<file path="config.mk">
export PLATFORM = sky130hd
export DESIGN_NAME = grr_front_flat
export DESIGN_NICKNAME = d
export VERILOG_FILES = /design/src/hdl/grr_pkg.sv /design/src/hdl/grr_if.sv /design/src/hdl/grr_front.sv /design/src/flat_wrapper.sv
export SDC_FILE = /design/constraint.sdc
export NUM_CORES = 1
export LEC_CHECK = 0
export BUFFER_PORTS_ARGS = -buffer_cell sky130_fd_sc_hd__buf_4
export CORE_MARGIN = 3
export CORE_UTILIZATION = 30
export DETAILED_ROUTE_END_ITERATION = 8
export HOLD_SLACK_MARGIN = 0.1
export PLACE_DENSITY = 0.51
export SYNTH_ARGS = -nofsm -noshare
export SYNTH_HDL_FRONTEND = slang
export SYNTH_SLANG_ARGS = --single-unit
</file>
<file path="constraint.sdc">
create_clock -name clk -period 4.7 [get_ports clk]
set_clock_uncertainty 0.1 [all_clocks]
set_input_delay 0.47 -clock clk [delete_from_list [all_inputs] [get_ports clk]]
set_output_delay 0.47 -clock clk [all_outputs]
set_load 0.1 [all_outputs]
</file>
<file path="src/hdl/grr_pkg.sv">
// ----------------------------------------------------------------------------
// grr_pkg: shared types and constants of the glyph row rasterizer
// Field widths, font geometry limits, opcodes, sequencer states and helpers.
// ----------------------------------------------------------------------------
package grr_pkg;

  // Font geometry (font byte count and slot count are powers of two)
  localparam int FONT_BYTES      = 4096;
  localparam int MAX_CELL_HEIGHT = 32;
  localparam int MAX_CELL_WIDTH  = 32;
  localparam int GLYPH_SLOTS     = 256;

  // Request and result field widths
  localparam int MODE_W = 3;
  localparam int CODE_W = 8;
  localparam int ADDR_W = 12;
  localparam int VAL_W  = 12;
  localparam int X_W    = 10;
  localparam int Y_W    = 9;
  localparam int PIX_W  = 32;
  localparam int WID_W  = 6;

  localparam int FA_W      = $clog2(FONT_BYTES);
  localparam int GS_W      = $clog2(GLYPH_SLOTS);
  localparam int H_W       = $clog2(MAX_CELL_HEIGHT + 1);
  localparam int RUN_LIMIT = (MAX_CELL_WIDTH < PIX_W) ? MAX_CELL_WIDTH : PIX_W;

  // Bitmap bytes that one run of visible columns can span
  localparam int WIN_BYTES = (RUN_LIMIT + 6) / 8 + 1;
  localparam int WIN_W     = 8 * WIN_BYTES;
  localparam int T_W       = $clog2(WIN_W);
  localparam int NB_W      = $clog2(WIN_BYTES + 1);
  localparam int B_W       = (WIN_BYTES > 1) ? $clog2(WIN_BYTES) : 1;

  // Request queue
  localparam int Q_DEPTH = 4;
  localparam int Q_W     = $clog2(Q_DEPTH);
  localparam int QC_W    = $clog2(Q_DEPTH + 1);

  // Configuration port
  localparam int CFG_IDX_W  = 3;
  localparam int CFG_DATA_W = 9;

  localparam logic [CFG_IDX_W-1:0] REG_CHAR_SPACING    = 3'd0;
  localparam logic [CFG_IDX_W-1:0] REG_INVERT_COLORS   = 3'd1;
  localparam logic [CFG_IDX_W-1:0] REG_FILL_BACKGROUND = 3'd2;
  localparam logic [CFG_IDX_W-1:0] REG_FONT_HEIGHT     = 3'd3;
  localparam logic [CFG_IDX_W-1:0] REG_BASE_CODE       = 3'd4;
  localparam logic [CFG_IDX_W-1:0] REG_CHAR_COUNT      = 3'd5;

  localparam logic [3:0] RST_CHAR_SPACING    = 4'd1;
  localparam logic       RST_INVERT_COLORS   = 1'b0;
  localparam logic       RST_FILL_BACKGROUND = 1'b1;
  localparam logic [5:0] RST_FONT_HEIGHT     = 6'd17;
  localparam logic [7:0] RST_BASE_CODE       = 8'd32;
  localparam logic [8:0] RST_CHAR_COUNT      = 9'd95;

  // Request modes
  localparam logic [MODE_W-1:0] MODE_LOAD_FONT  = 3'd0;
  localparam logic [MODE_W-1:0] MODE_LOAD_OFS   = 3'd1;
  localparam logic [MODE_W-1:0] MODE_SET_CURSOR = 3'd2;
  localparam logic [MODE_W-1:0] MODE_DRAW       = 3'd3;
  localparam logic [MODE_W-1:0] MODE_MEASURE    = 3'd4;

  typedef enum logic [2:0] {
    OP_FONT,
    OP_OFS,
    OP_CURSOR,
    OP_DRAW,
    OP_MEASURE,
    OP_MISS
  } op_t;

  typedef struct packed {
    op_t               op;
    logic [CODE_W-1:0] index;
    logic [ADDR_W-1:0] addr;
    logic [VAL_W-1:0]  value;
    logic [X_W-1:0]    pos_x;
    logic [Y_W-1:0]    pos_y;
  } cmd_t;

  typedef struct packed {
    logic valid;
    cmd_t cmd;
  } q_head_t;

  typedef struct packed {
    logic [3:0] char_spacing;
    logic       invert_colors;
    logic       fill_background;
    logic [5:0] font_height;
    logic [7:0] base_code;
    logic [8:0] char_count;
  } cfg_t;

  typedef enum logic [3:0] {
    ST_IDLE,
    ST_OFS,
    ST_HDR,
    ST_SETUP1,
    ST_SETUP2,
    ST_ROW,
    ST_FETCH,
    ST_DRAIN,
    ST_EMIT
  } st_t;

  // Ones in the low n bits
  function automatic logic [PIX_W-1:0] low_mask(input logic [WID_W-1:0] n);
    return ~({PIX_W{1'b1}} << n);
  endfunction

endpackage

</file>
<file path="src/hdl/grr_if.sv">
// ----------------------------------------------------------------------------
// grr_if: request and result channels of the glyph row rasterizer
// Valid/ready channels; a transfer happens when valid and ready are high.
// ----------------------------------------------------------------------------
interface grr_in_if;
  import grr_pkg::*;

  logic              valid;
  logic              ready;
  logic [MODE_W-1:0] mode;
  logic [CODE_W-1:0] char_code;
  logic [ADDR_W-1:0] font_addr;
  logic [VAL_W-1:0]  load_value;
  logic [X_W-1:0]    pos_x;
  logic [Y_W-1:0]    pos_y;

  modport source (
    output valid, mode, char_code, font_addr, load_value, pos_x, pos_y,
    input  ready
  );
  modport sink (
    input  valid, mode, char_code, font_addr, load_value, pos_x, pos_y,
    output ready
  );
endinterface


</file>
<file path="src/hdl/grr_front.sv">
// ----------------------------------------------------------------------------
// grr_front: request intake and classification
// Decodes each request, resolves glyph lookups and queues the work in order.
// ----------------------------------------------------------------------------
module grr_front (
  input  logic            clk,
  input  logic            rst,
  input  grr_pkg::cfg_t   cfg,
  grr_in_if.sink          cmd,
  output grr_pkg::q_head_t head,
  input  logic            pop
);
  import grr_pkg::*;

  cmd_t            q_mem [Q_DEPTH];
  logic [Q_W-1:0]  wr_ptr;
  logic [Q_W-1:0]  rd_ptr;
  logic [QC_W-1:0] count;

  cmd_t            entry;
  logic            keep;
  logic            push;
  logic [CODE_W:0] idx_ext;
  logic            miss;

  always_comb begin
    idx_ext = {1'b0, cmd.char_code} - {1'b0, cfg.base_code};
    miss = (cmd.char_code < cfg.base_code) || (idx_ext >= cfg.char_count) ||
           (idx_ext >= (CODE_W + 1)'(GLYPH_SLOTS));

    entry.op    = OP_FONT;
    entry.index = cmd.char_code;
    entry.addr  = cmd.font_addr;
    entry.value = cmd.load_value;
    entry.pos_x = cmd.pos_x;
    entry.pos_y = cmd.pos_y;
    keep        = 1'b1;

    unique case (cmd.mode)
      MODE_LOAD_FONT: entry.op = OP_FONT;
      MODE_LOAD_OFS: begin
        entry.op = OP_OFS;
        // drop loads beyond the offset table
        keep = ({1'b0, cmd.char_code} < (CODE_W + 1)'(GLYPH_SLOTS));
      end
      MODE_SET_CURSOR: entry.op = OP_CURSOR;
      MODE_DRAW: begin
        entry.op    = miss ? OP_MISS : OP_DRAW;
        entry.index = idx_ext[CODE_W-1:0];
      end
      MODE_MEASURE: begin
        entry.op    = miss ? OP_MISS : OP_MEASURE;
        entry.index = idx_ext[CODE_W-1:0];
      end
      default: keep = 1'b0;
    endcase
  end

  assign cmd.ready  = (count != QC_W'(Q_DEPTH));
  assign push       = cmd.valid && cmd.ready && keep;
  assign head.valid = (count != '0);
  assign head.cmd   = q_mem[rd_ptr];

  always_ff @(posedge clk) begin
    if (rst) begin
      wr_ptr <= '0;
      rd_ptr <= '0;
      count  <= '0;
    end else begin
      if (push) begin
        wr_ptr <= wr_ptr + Q_W'(1);
      end
      if (pop) begin
        rd_ptr <= rd_ptr + Q_W'(1);
      end
      if (push && !pop) begin
        count <= count + QC_W'(1);
      end else if (!push && pop) begin
        count <= count - QC_W'(1);
      end
    end
  end

  always_ff @(posedge clk) begin
    if (push) begin
      q_mem[wr_ptr] <= entry;
    end
  end

endmodule

</file>
<file path="src/flat_wrapper.sv">
// flat-port wrapper written by rule: the top's interface ports become plain ports
module grr_front_flat import grr_pkg::*;
  (clk, rst, cfg, head, pop, cmd_valid, cmd_mode, cmd_char_code, cmd_font_addr, cmd_load_value, cmd_pos_x, cmd_pos_y, cmd_ready);
  grr_in_if cmd_i ();
  input  logic clk;
  input  logic rst;
  input  grr_pkg::cfg_t cfg;
  output grr_pkg::q_head_t head;
  input  logic pop;
  input wire logic [$bits(cmd_i.valid)-1:0] cmd_valid;
  input wire logic [$bits(cmd_i.mode)-1:0] cmd_mode;
  input wire logic [$bits(cmd_i.char_code)-1:0] cmd_char_code;
  input wire logic [$bits(cmd_i.font_addr)-1:0] cmd_font_addr;
  input wire logic [$bits(cmd_i.load_value)-1:0] cmd_load_value;
  input wire logic [$bits(cmd_i.pos_x)-1:0] cmd_pos_x;
  input wire logic [$bits(cmd_i.pos_y)-1:0] cmd_pos_y;
  output wire logic [$bits(cmd_i.ready)-1:0] cmd_ready;
  assign cmd_i.valid = cmd_valid;
  assign cmd_i.mode = cmd_mode;
  assign cmd_i.char_code = cmd_char_code;
  assign cmd_i.font_addr = cmd_font_addr;
  assign cmd_i.load_value = cmd_load_value;
  assign cmd_i.pos_x = cmd_pos_x;
  assign cmd_i.pos_y = cmd_pos_y;
  assign cmd_ready = cmd_i.ready;
  grr_front u_core (.clk(clk), .rst(rst), .cfg(cfg), .cmd(cmd_i), .head(head), .pop(pop));
endmodule
</file>
==> out/qor.tcl, run 1 <==
set qor(status) {complete, no violations}
set qor(clk_pin_slew_ns) 0.06
set qor(worst-endpoint-required_ns) 4.80
set qor(portBuffers) 130
set qor(setup-violations-final) 0
set qor(critical-path-slowest-cell) {sky130_fd_sc_hd__a311o_1}
set qor(fin_tns_setup_ns) 0
set qor(critical_path.startpoint_type) {input port}
set qor(clock-sinks) 225
set qor(first_global_vias) 5028
set qor(timing_worst_slew_pin_value_ns) 1.130
set qor(num-fill-cells) 2659
set qor(fp.dieW_um) 178.7
set qor(cts-hold-fix-buffers) 44
set qor(final_cycle_utilization_of_the_critical_path_pct) 71.78
set qor(drt-initial-drc-count) 243
set qor(layout_min_cycle_time_ns) 3.374
set qor(drt_pass1_iterations) 4
set qor(net_count_after_synthesis) 538
set qor(io-pin-count) 143
set qor(rows) 62
set qor(post_synth_inst_count) 427
set qor(end_kind) {flop}
set qor(routed_vias) 4674
set qor(area_delta_synth_final_pct) 30.08
set qor(critical_path.cell_chain) {buf_4, inv_1, ha_1, nor2b_1, o21a_1, a311o_1, a311oi_1, nor2_1, ha_1, a21oi_1, a21boi_0, a2111o_1, a21oi_2, o221ai_1}
set qor(antenna_cells_inserted) 0
set qor(clock_tree.htree_level_count) 1
set qor(die_h_um) 178.7
set qor(highest_clock_frequency_the_design_can_meet_mhz) 296.4
set qor(syn-cell-area_mm2) 0.008942
set qor(hold_path_class) {input port to flop}
set qor(synthDistinctLibCells) 38
set qor(cts-buffers-inserted) 25
set qor(postLayoutCellArea_mm2) 0.01163
set qor(post_route_cells_drive_above_1_share_pct) 37.38
set qor(clock_insertion_delay_worst_skew_ns) 0.50
set qor(post-synth-top-area-fraction_pct) 72.53
set qor(design.core.area_mm2) 0.02901
set qor(fin_worst_hold_slack_ns) 0.1665
set qor(post-route-worst-setup-slack_ns) 1.326
set qor(cts_buffer_depth) 3
set qor(die_area_mm2) 0.03192
set qor(place_congestion) 0.7777
set qor(critical_path.max_stage_delay_ns) 0.44
set qor(synth_area_leader_cell) {sky130_fd_sc_hd__edfxtp_1}
set qor(final_net_count) 734
set qor(ir_drop_worst_case_vdd_uv) 277.7
set qor(place_area_mm2) 0.01042
set qor(cp.arrival_ns) 3.48
set qor(synth-seq-area-share_pct) 74.55
set qor(post_cts.resized_instances) 0
set qor(leakage_nw) 4.112
set qor(tritoncts) {built}
set qor(critical_path.most_common_cell) {sky130_fd_sc_hd__ha_1}
set qor(initial_antenna_violation_count) 0
set qor(drt_drc_violations_left) 0
set qor(timing.max_cap.violations) 0
set qor(floorplan.initialDensity_pct) 30.82
set qor(grt_first_pass_wirelength_um) 28160
set qor(route.final.wire_length_um) 18360
set qor(slew-limit-headroom_pct) 24.68
set qor(worstPathMaxFanout) 5
set qor(report.final.slew_viol_count) 0
set qor(synth_area_per_cell_um2) 20.94
set qor(place.detailed.hpwl_um) 11740
set qor(grt_setup_unrepaired) {no}
set qor(pwr_density_cell_mw_per_mm2) 467.8
set qor(post_layout_nonfiller_instances) 1026
set qor(place.detailed.instances) 936
set qor(cts_root_buffer) {sky130_fd_sc_hd__clkbuf_16}
set qor(place_ws_ns) 0.7994
set qor(ant_nets) 0
set qor(yosys_register_bits) 225
set qor(ys_warn_count) 0
set qor(postCtsSetupBuffers) 0
set qor(grt_start_max_net_pins) 40
set qor(timing.final.hold_violations) 0
set qor(grt_usage_pct) 11.43
set qor(route.detailed.wl_per_inst_um) 17.90
set qor(criticalPathCategory) {input port to flop}
set qor(yosys-top-cells-area) {sky130_fd_sc_hd__edfxtp_1 73%, sky130_fd_sc_hd__mux4_2 14%, sky130_fd_sc_hd__ha_1 3.1%}
set qor(grt_remaining_overflow) 0
set qor(avgViaCountPerCell) 4.556
==> metal layers <==
metal / track usage, % / up-vias / wire (µm)
met4: 2.338 / 0 / 235
met3: 2.372 / 18 / 1144
li1: - / 2134 / -
met2: 19.39 / 128 / 8916
met1: 15.31 / 2394 / 8067
met5: 0 / - / 0
==> final cells by class <==
type                            count  area [µm²]  area share (%)
Clock buffer                       31       648.1           5.572
Sequential cell                   225        6671           57.35
Inverter                           22       82.58          0.7099
Multi-Input combinational cell    166        2138           18.38
Clock inverter                     15       127.6           1.097
Tap cell                          384       480.5           4.130
Timing Repair Buffer              183        1484           12.76
==> sequential cells by signal (all words and copies together), names as in the netlist, named ones only <==
register	count
u_core.count	3
u_core.q_mem	216
u_core.rd_ptr	2
u_core.wr_ptr	2
==> final timing paths <==
check / cells after the start / slack [ns] / from / endpoint
setup / recovery: 14 / 1.33 / cfg[10] / u_core.q_mem[0][51]
hold / removal: 3 / 0.17 / pop / flop
setup reg to reg: 5 / 2.16 / u_core.count[0] / u_core.q_mem[1][8]
hold reg to reg: 2 / 0.40 / u_core.count[2] / u_core.count[2]
==> critical path, delay by kind of cell <==
family / cells / cell delay (ns)
AOI/OAI and AO/OA: 8 / 2.07
adders and majority gates: 2 / 0.54
buffers and inverters: 2 / 0.20
and+or+nand+nor: 2 / 0.21
==> cells in the mapped netlist (all sizes together) <==
| cell | count |
|---|---|
| fa | 2 |
| a21boi | 1 |
| a311o | 1 |
| clkbuf | 7 |
| or3 | 2 |
| edfxtp | 216 |
| mux2 | 6 |
| dfxtp | 9 |
| and2 | 6 |
| nor2b | 3 |
| nand2 | 7 |
| xor2 | 6 |
| a311oi | 1 |
| o221a | 1 |
| o21ai | 4 |
| nor3b | 1 |
| o221ai | 1 |
| xnor2 | 4 |
| o211ai | 1 |
| o21a | 2 |
| mux4 | 54 |
| buf | 7 |
| ha | 22 |
| nand2b | 2 |
| nor2 | 13 |
| a2111o | 3 |
| a21oi | 9 |
| nand3 | 2 |
| and4 | 1 |
| mux2i | 2 |
| o31ai | 1 |
| a21o | 5 |
| inv | 22 |
| o211a | 1 |
| and3 | 2 |
==> metrics by stage <==
step / utilization [%] / total power, W
after global placement: 35.90 / 0.003627
after global routing: 40.09 / 0.005672
after floorplan: - / 0.003346
final: 40.09 / 0.005442
after CTS: 40.09 / 0.005526
after detailed placement: 35.90 / 0.003650
==> cells in the final DEF, fill, tap and decap left out, types with 3 or more instances in the layout <==
cell type,netlist,routed
sky130_fd_sc_hd__xnor2_1,4,4
sky130_fd_sc_hd__mux2_2,6,6
sky130_fd_sc_hd__nand2_1,7,7
sky130_fd_sc_hd__buf_4,0,139
sky130_fd_sc_hd__edfxtp_1,216,216
sky130_fd_sc_hd__clkinv_1,0,8
sky130_fd_sc_hd__clkbuf_1,7,6
sky130_fd_sc_hd__inv_1,22,22
sky130_fd_sc_hd__clkbuf_16,0,25
sky130_fd_sc_hd__dlygate4sd3_1,0,44
sky130_fd_sc_hd__and2_2,0,4
sky130_fd_sc_hd__dfxtp_1,9,7
sky130_fd_sc_hd__nor2b_1,3,3
sky130_fd_sc_hd__a21oi_1,8,8
sky130_fd_sc_hd__nor2_1,13,13
sky130_fd_sc_hd__a2111o_1,3,3
sky130_fd_sc_hd__o21ai_0,3,3
sky130_fd_sc_hd__ha_1,22,22
sky130_fd_sc_hd__a21o_1,5,5
sky130_fd_sc_hd__xor2_1,6,6
sky130_fd_sc_hd__mux4_2,54,54
==> logic make-up (layout without fill, tap and decap cells) <==
family,Yosys count,in the layout,synth area share (%)
multiplexers,62,62,14.58
buffers and inverters,36,251,1.595
flip-flops,225,225,74.55
adder cells (fa/ha/maj),24,24,3.526
AND/OR/NAND/NOR,39,39,2.183
AO/OA/AOI/OAI,31,31,2.588
XOR/XNOR,10,10,0.9794
==> where the power goes <==
part           switching, W  leakage (nW)  internal, W
clock              0.000735         0.369      0.00109
combinational      0.000886          1.70     0.000357
sequential        0.0000590          2.04      0.00232
total               0.00168          4.11      0.00376
No activity file was read; power rests on OpenSTA's default activity.
==> run 2: changes to the inputs <==
==> constraint.sdc (replaced) <==
create_clock -name clk -period 3.4 [get_ports clk]
set_clock_uncertainty 0.1 [all_clocks]
set_input_delay 0.34 -clock clk [delete_from_list [all_inputs] [get_ports clk]]
set_output_delay 0.34 -clock clk [all_outputs]
set_load 0.1 [all_outputs]
==> run 2 against run 1 <==
Hold slack worse by 0.043 ns. Utilization up 0.41 points. Power up 37%. Sequential power up 37%. Critical path depth unchanged. Flip-flop and latch count unchanged. Highest routed layer unchanged. Critical endpoint is now u_core.q_mem[1][51]. Largest cell class unchanged.
==> out/qor.tcl, run 2 (synthesis gave the netlist of run 1 again) <==
set qor(status) {complete, no violations}
set qor(largest_register) {u_core.q_mem}
set qor(route.detailed.wl_per_inst_um) 17.67 ;# -1.3%
set qor(criticalPathCategory) {input port to flop}
set qor(critical_path.startpoint_type) {input port}
set qor(fin_worst_hold_slack_ns) 0.1233 ;# -0.04328 ns
set qor(hold_path_class) {input port to flop}
set qor(power.share.switching_pct) 31.13 ;# +0.27 points
set qor(grt_usage_pct) 11.47 ;# +0.040 points
set qor(share_clk_of_total_power_pct) 32.6 ;# -0.9 points
set qor(timing.max_cap.violations) 0 ;# unchanged
set qor(rows) 62 ;# unchanged
set qor(grt_first_pass_wirelength_um) 28210 ;# +0.17%
set qor(slew-limit-headroom_pct) 59.16 ;# +34 points
set qor(holdCritStartpoint) {cmd_char_code[2]}
set qor(worst-r2r-setup-slack_ns) 0.98 ;# -1.18 ns
set qor(first_global_vias) 5034 ;# +0.12%
set qor(cts-hold-fix-buffers) 48 ;# +9.1%
set qor(drt_pass1_iterations) 4 ;# unchanged
set qor(avgViaCountPerCell) 4.504 ;# -1.1%
set qor(die_area_mm2) 0.03192 ;# unchanged
set qor(highest_clock_frequency_the_design_can_meet_mhz) 320.7
set qor(worstReg2RegStart) {u_core.count[0]}
set qor(combPwrFrac_pct) 23.8 ;# +1.0 points
set qor(clock_insertion_delay_worst_skew_ns) 0.51 ;# about the same
set qor(final_cycle_utilization_of_the_critical_path_pct) 91.72
set qor(drt-initial-drc-count) 236 ;# -2.9%
set qor(initial_antenna_violation_count) 1 ;# +1
set qor(layout_min_cycle_time_ns) 3.118
set qor(place_congestion) 0.7788 ;# +0.14%
set qor(routed_vias) 4662 ;# -0.26%
set qor(ant_nets) 0 ;# unchanged
set qor(rr_endpoint) {u_core.count[2]}
set qor(final_common_cell) {sky130_fd_sc_hd__edfxtp_1}
set qor(setup-violations-final) 0 ;# unchanged
set qor(cts_root_buffer) {sky130_fd_sc_hd__clkbuf_16}
set qor(floorplan.initialDensity_pct) 30.82 ;# unchanged
set qor(postCtsSetupBuffers) 0 ;# unchanged
set qor(place.detailed.hpwl_um) 11270 ;# -4.0%
set qor(tritoncts) {built}
set qor(portBuffers) 130 ;# unchanged
set qor(timing_worst_slew_pin_value_ns) 0.6125 ;# -0.5172 ns
set qor(pwr_density_cell_mw_per_mm2) 635.3 ;# +36%
set qor(clock-sinks) 225 ;# unchanged
set qor(design.core.area_mm2) 0.02901 ;# unchanged
set qor(post_cts.resized_instances) 0 ;# unchanged
set qor(drt_drc_violations_left) 0 ;# unchanged
set qor(fp.dieW_um) 178.7 ;# unchanged
set qor(route.final.wire_length_um) 18290 ;# -0.40%
set qor(clk_pin_slew_ns) 0.05 ;# about the same
set qor(grt_remaining_overflow) 0 ;# unchanged
set qor(die_h_um) 178.7 ;# unchanged
set qor(startpoint) {cfg[10]}
set qor(end_kind) {flop}
set qor(grt_setup_unrepaired) {no}
set qor(cp.arrival_ns) 3.22 ;# -0.26 ns
set qor(post_route_cells_drive_above_1_share_pct) 38.15 ;# +0.77 points
set qor(intPower_w) 0.005142 ;# +37%
set qor(holdPathStages) 2 ;# -1
set qor(clock_tree.htree_level_count) 1 ;# unchanged
set qor(area_delta_synth_final_pct) 31.43
set qor(depth_of_the_most_critical_reg_to_reg_path) 9 ;# +4
set qor(layout_common_cells) {216 x sky130_fd_sc_hd__edfxtp_1, 140 x sky130_fd_sc_hd__buf_4, 54 x sky130_fd_sc_hd__mux4_2}
set qor(largest_register_ff_count) 216 ;# unchanged
set qor(registers_with_the_most_flip_flops) {u_core.q_mem x216, u_core.count x3}
set qor(ir_drop_worst_case_vdd_uv) 430.8 ;# +55%
set qor(fin_tns_setup_ns) 0 ;# unchanged
set qor(worstHoldEndpoint) {u_core.q_mem[2][45]}
set qor(cts_buffer_depth) 3 ;# unchanged
set qor(timing.final.hold_violations) 0 ;# unchanged
set qor(cts-buffers-inserted) 25 ;# unchanged
set qor(worstPathMaxFanout) 4 ;# -1
set qor(grt_start_max_net_pins) 55 ;# +38%
set qor(report.final.slew_viol_count) 0 ;# unchanged
set qor(power.switching_w) 0.002324 ;# +38%
set qor(final_net_count) 744 ;# +1.4%
set qor(share_seq_of_total_power_pct) 43.6 ;# about the same
set qor(worst-endpoint-required_ns) 3.50 ;# -1.30 ns
set qor(leakage_nw) 4.176 ;# +1.6%
set qor(io-pin-count) 143 ;# unchanged
## run 2: cell types whose count changed in the layout (fill, tap and decap cells not counted)
cell	change
sky130_fd_sc_hd__buf_4	+1
sky130_fd_sc_hd__buf_12	+5
sky130_fd_sc_hd__clkbuf_1	-1
sky130_fd_sc_hd__clkinv_2	+5
sky130_fd_sc_hd__and2_4	+4
sky130_fd_sc_hd__dlygate4sd3_1	+4
sky130_fd_sc_hd__diode_2	+1
sky130_fd_sc_hd__bufinv_16	-1
sky130_fd_sc_hd__clkinvlp_4	-2
sky130_fd_sc_hd__clkinv_1	-3
sky130_fd_sc_hd__and2_2	-4
## run 2: how the worst max path moves through the flow
stage / to / cells past startpoint / slack, ns
after detailed placement: u_core.q_mem[0][51] / 14 / -0.21
after global placement: u_core.q_mem[0][51] / 14 / -0.17
final: u_core.q_mem[1][51] / 14 / 0.28
after global routing: u_core.q_mem[1][51] / 14 / 0.12
after floorplan: u_core.q_mem[0][51] / 13 / 0.08
after CTS: u_core.q_mem[3][51] / 14 / 0.33
## run 2: final cells by class
type	count	area (µm²)
clock buffers	30	644.4
well taps	384	480.5
inverters	22	82.58
multi-input cells	166	2143
fillers	2643	17260
diodes	1	2.502
flip-flops and latches	225	6671
repair buffers	193	1632
clock inverters	14	96.34
## run 2: worst max-delay path: stages
cell and delay (ns):
sky130_fd_sc_hd__buf_4 0.11, sky130_fd_sc_hd__inv_1 0.07, sky130_fd_sc_hd__ha_1 0.22, sky130_fd_sc_hd__nor2b_1 0.13, sky130_fd_sc_hd__o21a_1 0.19, sky130_fd_sc_hd__a311o_1 0.38
sky130_fd_sc_hd__a311oi_1 0.37, sky130_fd_sc_hd__nor2_1 0.08, sky130_fd_sc_hd__ha_1 0.32, sky130_fd_sc_hd__a21oi_1 0.15, sky130_fd_sc_hd__a21boi_0 0.09, sky130_fd_sc_hd__a2111o_1 0.39
sky130_fd_sc_hd__a21oi_2 0.18, sky130_fd_sc_hd__o221ai_1 0.20
## run 2: per-stage QoR
stage          power (W)  instances  util, %  setup slack [ns]  instance area (µm²)
3_5_place_dp    0.005068        942    36.29           -0.2085                10530
2_1_floorplan   0.004622        427        -           0.08169                 8947
5_1_grt         0.007783       1035    40.51            0.1217                11750
3_3_place_gp    0.005031        942    36.29           -0.1717                10530
6_report        0.007467       1035    40.51            0.2816                11750
4_1_cts         0.007585       1034    40.50            0.3282                11750
## run 2: power by group through the flow
stage                     combinational, W  clock (W)  sequential, W
after floorplan                    0.00133          0        0.00329
after global routing               0.00187    0.00265        0.00327
final                              0.00178    0.00244        0.00325
after global placement             0.00173          0        0.00330
after detailed placement           0.00175          0        0.00331
after CTS                          0.00180    0.00253        0.00325
## run 2: metal layers
layer | global-route usage [%] | wire length [µm] | up-vias
li1 | - | - | 2152
met5 | 0 | 0 | -
met3 | 2.118 | 1026 | 28
met2 | 18.97 | 8814 | 126
met4 | 3.279 | 370 | 0
met1 | 15.57 | 8080 | 2356
==> run 3: changes to the inputs <==
==> constraint.sdc (replaced) <==
create_clock -name clk -period 3.4 [get_ports clk]
set_clock_uncertainty 0.1 [all_clocks]
set_input_delay 0.34 -clock clk [delete_from_list [all_inputs] [get_ports clk]]
set_output_delay 0.34 -clock clk [all_outputs]
set_load 0.02 [all_outputs]
==> run 3 against run 2 <==
Critical endpoint unchanged. Sequential share of layout area down 0.22 points. Final area increased by 0.38%. Flip-flop and latch count unchanged. Non-clock buffer count fell by 1. Utilization rose by 0.16 points. Register-to-register slack gained 0.06 ns. Maximum frequency fell by 0.52%.
==> out/qor.tcl, run 3 (synthesis gave the netlist of run 1 again) <==
set qor(status) {complete, no violations}
set qor(worstReg2RegStart) {u_core.count[0]}
set qor(multiInputGateArea_mm2) 0.002138 ;# -0.23%
set qor(drt_pass1_iterations) 4 ;# unchanged
set qor(cts_root_buffer) {sky130_fd_sc_hd__clkbuf_16}
set qor(holdPathStages) 2 ;# unchanged
set qor(timing.final.hold_violations) 0 ;# unchanged
set qor(cts-buffers-inserted) 24 ;# -4.0%
set qor(layout_min_cycle_time_ns) 3.135 ;# +0.01625 ns
set qor(slew-limit-headroom_pct) 57.89 ;# -1.3 points
set qor(largest_register) {u_core.q_mem}
set qor(hold_path_class) {input port to flop}
set qor(grt_usage_pct) 11.19 ;# -0.28 points
set qor(worst-endpoint-required_ns) 3.50 ;# about the same
set qor(clock_insertion_delay_worst_skew_ns) 0.50 ;# about the same
set qor(worstHoldEndpoint) {u_core.q_mem[2][48]}
set qor(ant_nets) 0 ;# unchanged
set qor(holdCritStartpoint) {cmd_char_code[5]}
set qor(share_clk_of_total_power_pct) 37.2 ;# +4.6 points
set qor(postCtsSetupBuffers) 0 ;# unchanged
set qor(grt_first_pass_wirelength_um) 27750 ;# -1.6%
set qor(fin_tns_setup_ns) 0 ;# unchanged
set qor(cts_buffer_depth) 3 ;# unchanged
set qor(grt_remaining_overflow) 0 ;# unchanged
set qor(setup-violations-final) 0 ;# unchanged
set qor(post_cts.resized_instances) 0 ;# unchanged
set qor(met3_wirelength_um) 1034 ;# +0.78%
set qor(grt_start_max_net_pins) 43 ;# -22%
set qor(place_congestion) 0.7613 ;# -2.2%
set qor(design.core.area_mm2) 0.02901 ;# unchanged
set qor(timing_worst_slew_pin_value_ns) 0.6317 ;# +0.01918 ns
set qor(rr_endpoint) {u_core.count[2]}
set qor(first_global_vias) 4975 ;# -1.2%
set qor(grt_setup_unrepaired) {no}
set qor(ir_drop_worst_case_vdd_uv) 295.8 ;# -31%
set qor(final_net_count) 742 ;# -0.27%
set qor(worstPathMaxFanout) 4 ;# unchanged
set qor(final_core_util_pct) 40.66 ;# +0.16 points
set qor(end_kind) {flop}
set qor(avgViaCountPerCell) 4.468 ;# -0.82%
set qor(pwr_density_cell_mw_per_mm2) 582.9 ;# -8.3%
set qor(route.final.wire_length_um) 18170 ;# -0.65%
set qor(routed_vias) 4615 ;# -1.0%
set qor(post_route_cells_drive_above_1_share_pct) 38.37 ;# +0.21 points
set qor(cp.arrival_ns) 3.23 ;# about the same
set qor(io-pin-count) 143 ;# unchanged
set qor(wl_met1_um) 7941 ;# -1.7%
set qor(final-seq-area_mm2) 0.006671 ;# unchanged
set qor(worst-r2r-setup-slack_ns) 1.04 ;# +0.06 ns
set qor(clock_tree.htree_level_count) 1 ;# unchanged
set qor(area_delta_synth_final_pct) 31.93
set qor(num-fill-cells) 2654 ;# +0.42%
set qor(highest_clock_frequency_the_design_can_meet_mhz) 319.0 ;# -0.52%
set qor(power.share.switching_pct) 23.11 ;# -8.0 points
set qor(die_area_mm2) 0.03192 ;# unchanged
set qor(timing.max_cap.violations) 0 ;# unchanged
set qor(combPwrFrac_pct) 15.3 ;# -8.5 points
set qor(final_common_cell) {sky130_fd_sc_hd__edfxtp_1}
set qor(report.final.slew_viol_count) 0 ;# unchanged
set qor(layout_common_cells) {216 x sky130_fd_sc_hd__edfxtp_1, 138 x sky130_fd_sc_hd__buf_4, 54 x sky130_fd_sc_hd__mux4_2}
set qor(post-route-worst-setup-slack_ns) 0.2654 ;# -0.01625 ns
set qor(drt-initial-drc-count) 166 ;# -30%
set qor(clock-sinks) 225 ;# unchanged
set qor(rows) 62 ;# unchanged
set qor(fin_worst_hold_slack_ns) 0.1307 ;# +0.007436 ns
set qor(critical_path.startpoint_type) {input port}
set qor(route.detailed.wl_per_inst_um) 17.59 ;# -0.46%
set qor(share_seq_of_total_power_pct) 47.4 ;# +3.8 points
set qor(clk_pin_slew_ns) 0.06 ;# about the same
set qor(place.detailed.hpwl_um) 11390 ;# +1.1%
set qor(final_cycle_utilization_of_the_critical_path_pct) 92.20 ;# +0.48 points
set qor(place_ws_ns) -0.2393 ;# -0.03080 ns
set qor(highest_layer) {met4}
set qor(depth_of_the_most_critical_reg_to_reg_path) 9 ;# unchanged
set qor(largest_register_ff_count) 216 ;# unchanged
set qor(initial_antenna_violation_count) 0 ;# -1
set qor(antenna_cells_inserted) 0 ;# -1
set qor(tritoncts) {built}
set qor(totalPowerFinal_w) 0.006876 ;# -7.9%
set qor(die_h_um) 178.7 ;# unchanged
set qor(fp.dieW_um) 178.7 ;# unchanged
set qor(floorplan.initialDensity_pct) 30.82 ;# unchanged
set qor(intPower_w) 0.005287 ;# +2.8%
set qor(portBuffers) 130 ;# unchanged
set qor(met2RoutedLength_um) 8940 ;# +1.4%
set qor(drt_drc_violations_left) 0 ;# unchanged
set qor(power.switching_w) 0.001589 ;# -32%
set qor(cts-hold-fix-buffers) 48 ;# unchanged
set qor(criticalPathCategory) {input port to flop}
set qor(leakage_nw) 4.191 ;# +0.36%
set qor(registers_with_the_most_flip_flops) {u_core.q_mem x216, u_core.count x3}
-- run 3: worst max path at each step --
stage | start | endpoint | slack (ns) | cells past startpoint
floorplan | cfg[10] | u_core.q_mem[0][51] | 0.08 | 13
detailed placement | cfg[10] | u_core.q_mem[0][51] | -0.24 | 14
finish | cmd_char_code[1] | u_core.q_mem[1][51] | 0.27 | 13
CTS | cfg[10] | u_core.q_mem[1][51] | 0.29 | 14
global placement | cfg[10] | u_core.q_mem[0][51] | -0.15 | 14
global route | cfg[10] | u_core.q_mem[1][51] | 0.04 | 14
-- run 3: final cells by class --
| class | instances | share of cell area (%) |
|---|---|---|
| Tap cell | 384 | 4.073 |
| Clock buffer | 31 | 5.494 |
| Inverter | 22 | 0.7000 |
| Sequential cell | 225 | 56.55 |
| Clock inverter | 13 | 1.188 |
| Timing Repair Buffer | 192 | 13.87 |
| Multi-Input combinational cell | 166 | 18.12 |
-- run 3: through the flow --
step / instances / cell area (µm²)
2_1_floorplan: 427 / 8942
4_1_cts: 1033 / 11800
3_5_place_dp: 941 / 10530
3_3_place_gp: 941 / 10530
5_1_grt: 1033 / 11800
6_report: 1033 / 11800
-- run 3: metal layers --
metal,track usage (%),up-vias
li1,-,2145
met5,0,-
met1,14.93,2328
met4,2.500,0
met2,18.98,121
met3,2.266,21
-- run 3: worst max-delay path: stages --
cell and delay, ns:
sky130_fd_sc_hd__buf_4 0.12, sky130_fd_sc_hd__ha_1 0.27, sky130_fd_sc_hd__nor2b_1 0.13, sky130_fd_sc_hd__o21a_1 0.18, sky130_fd_sc_hd__a311o_1 0.38, sky130_fd_sc_hd__a311oi_1 0.38
sky130_fd_sc_hd__nor2_1 0.09, sky130_fd_sc_hd__ha_1 0.32, sky130_fd_sc_hd__a21oi_1 0.14, sky130_fd_sc_hd__a21boi_0 0.10, sky130_fd_sc_hd__a2111o_1 0.40, sky130_fd_sc_hd__a21oi_2 0.18
sky130_fd_sc_hd__o221ai_1 0.20
-- run 3: power groups by stage --
stage / registers [W] / logic, W / clock network [W]
2_1_floorplan: 0.00330 / 0.000608 / 0
3_3_place_gp: 0.00331 / 0.00101 / 0
3_5_place_dp: 0.00332 / 0.00103 / 0
4_1_cts: 0.00327 / 0.00108 / 0.00265
5_1_grt: 0.00328 / 0.00115 / 0.00277
6_report: 0.00326 / 0.00105 / 0.00256
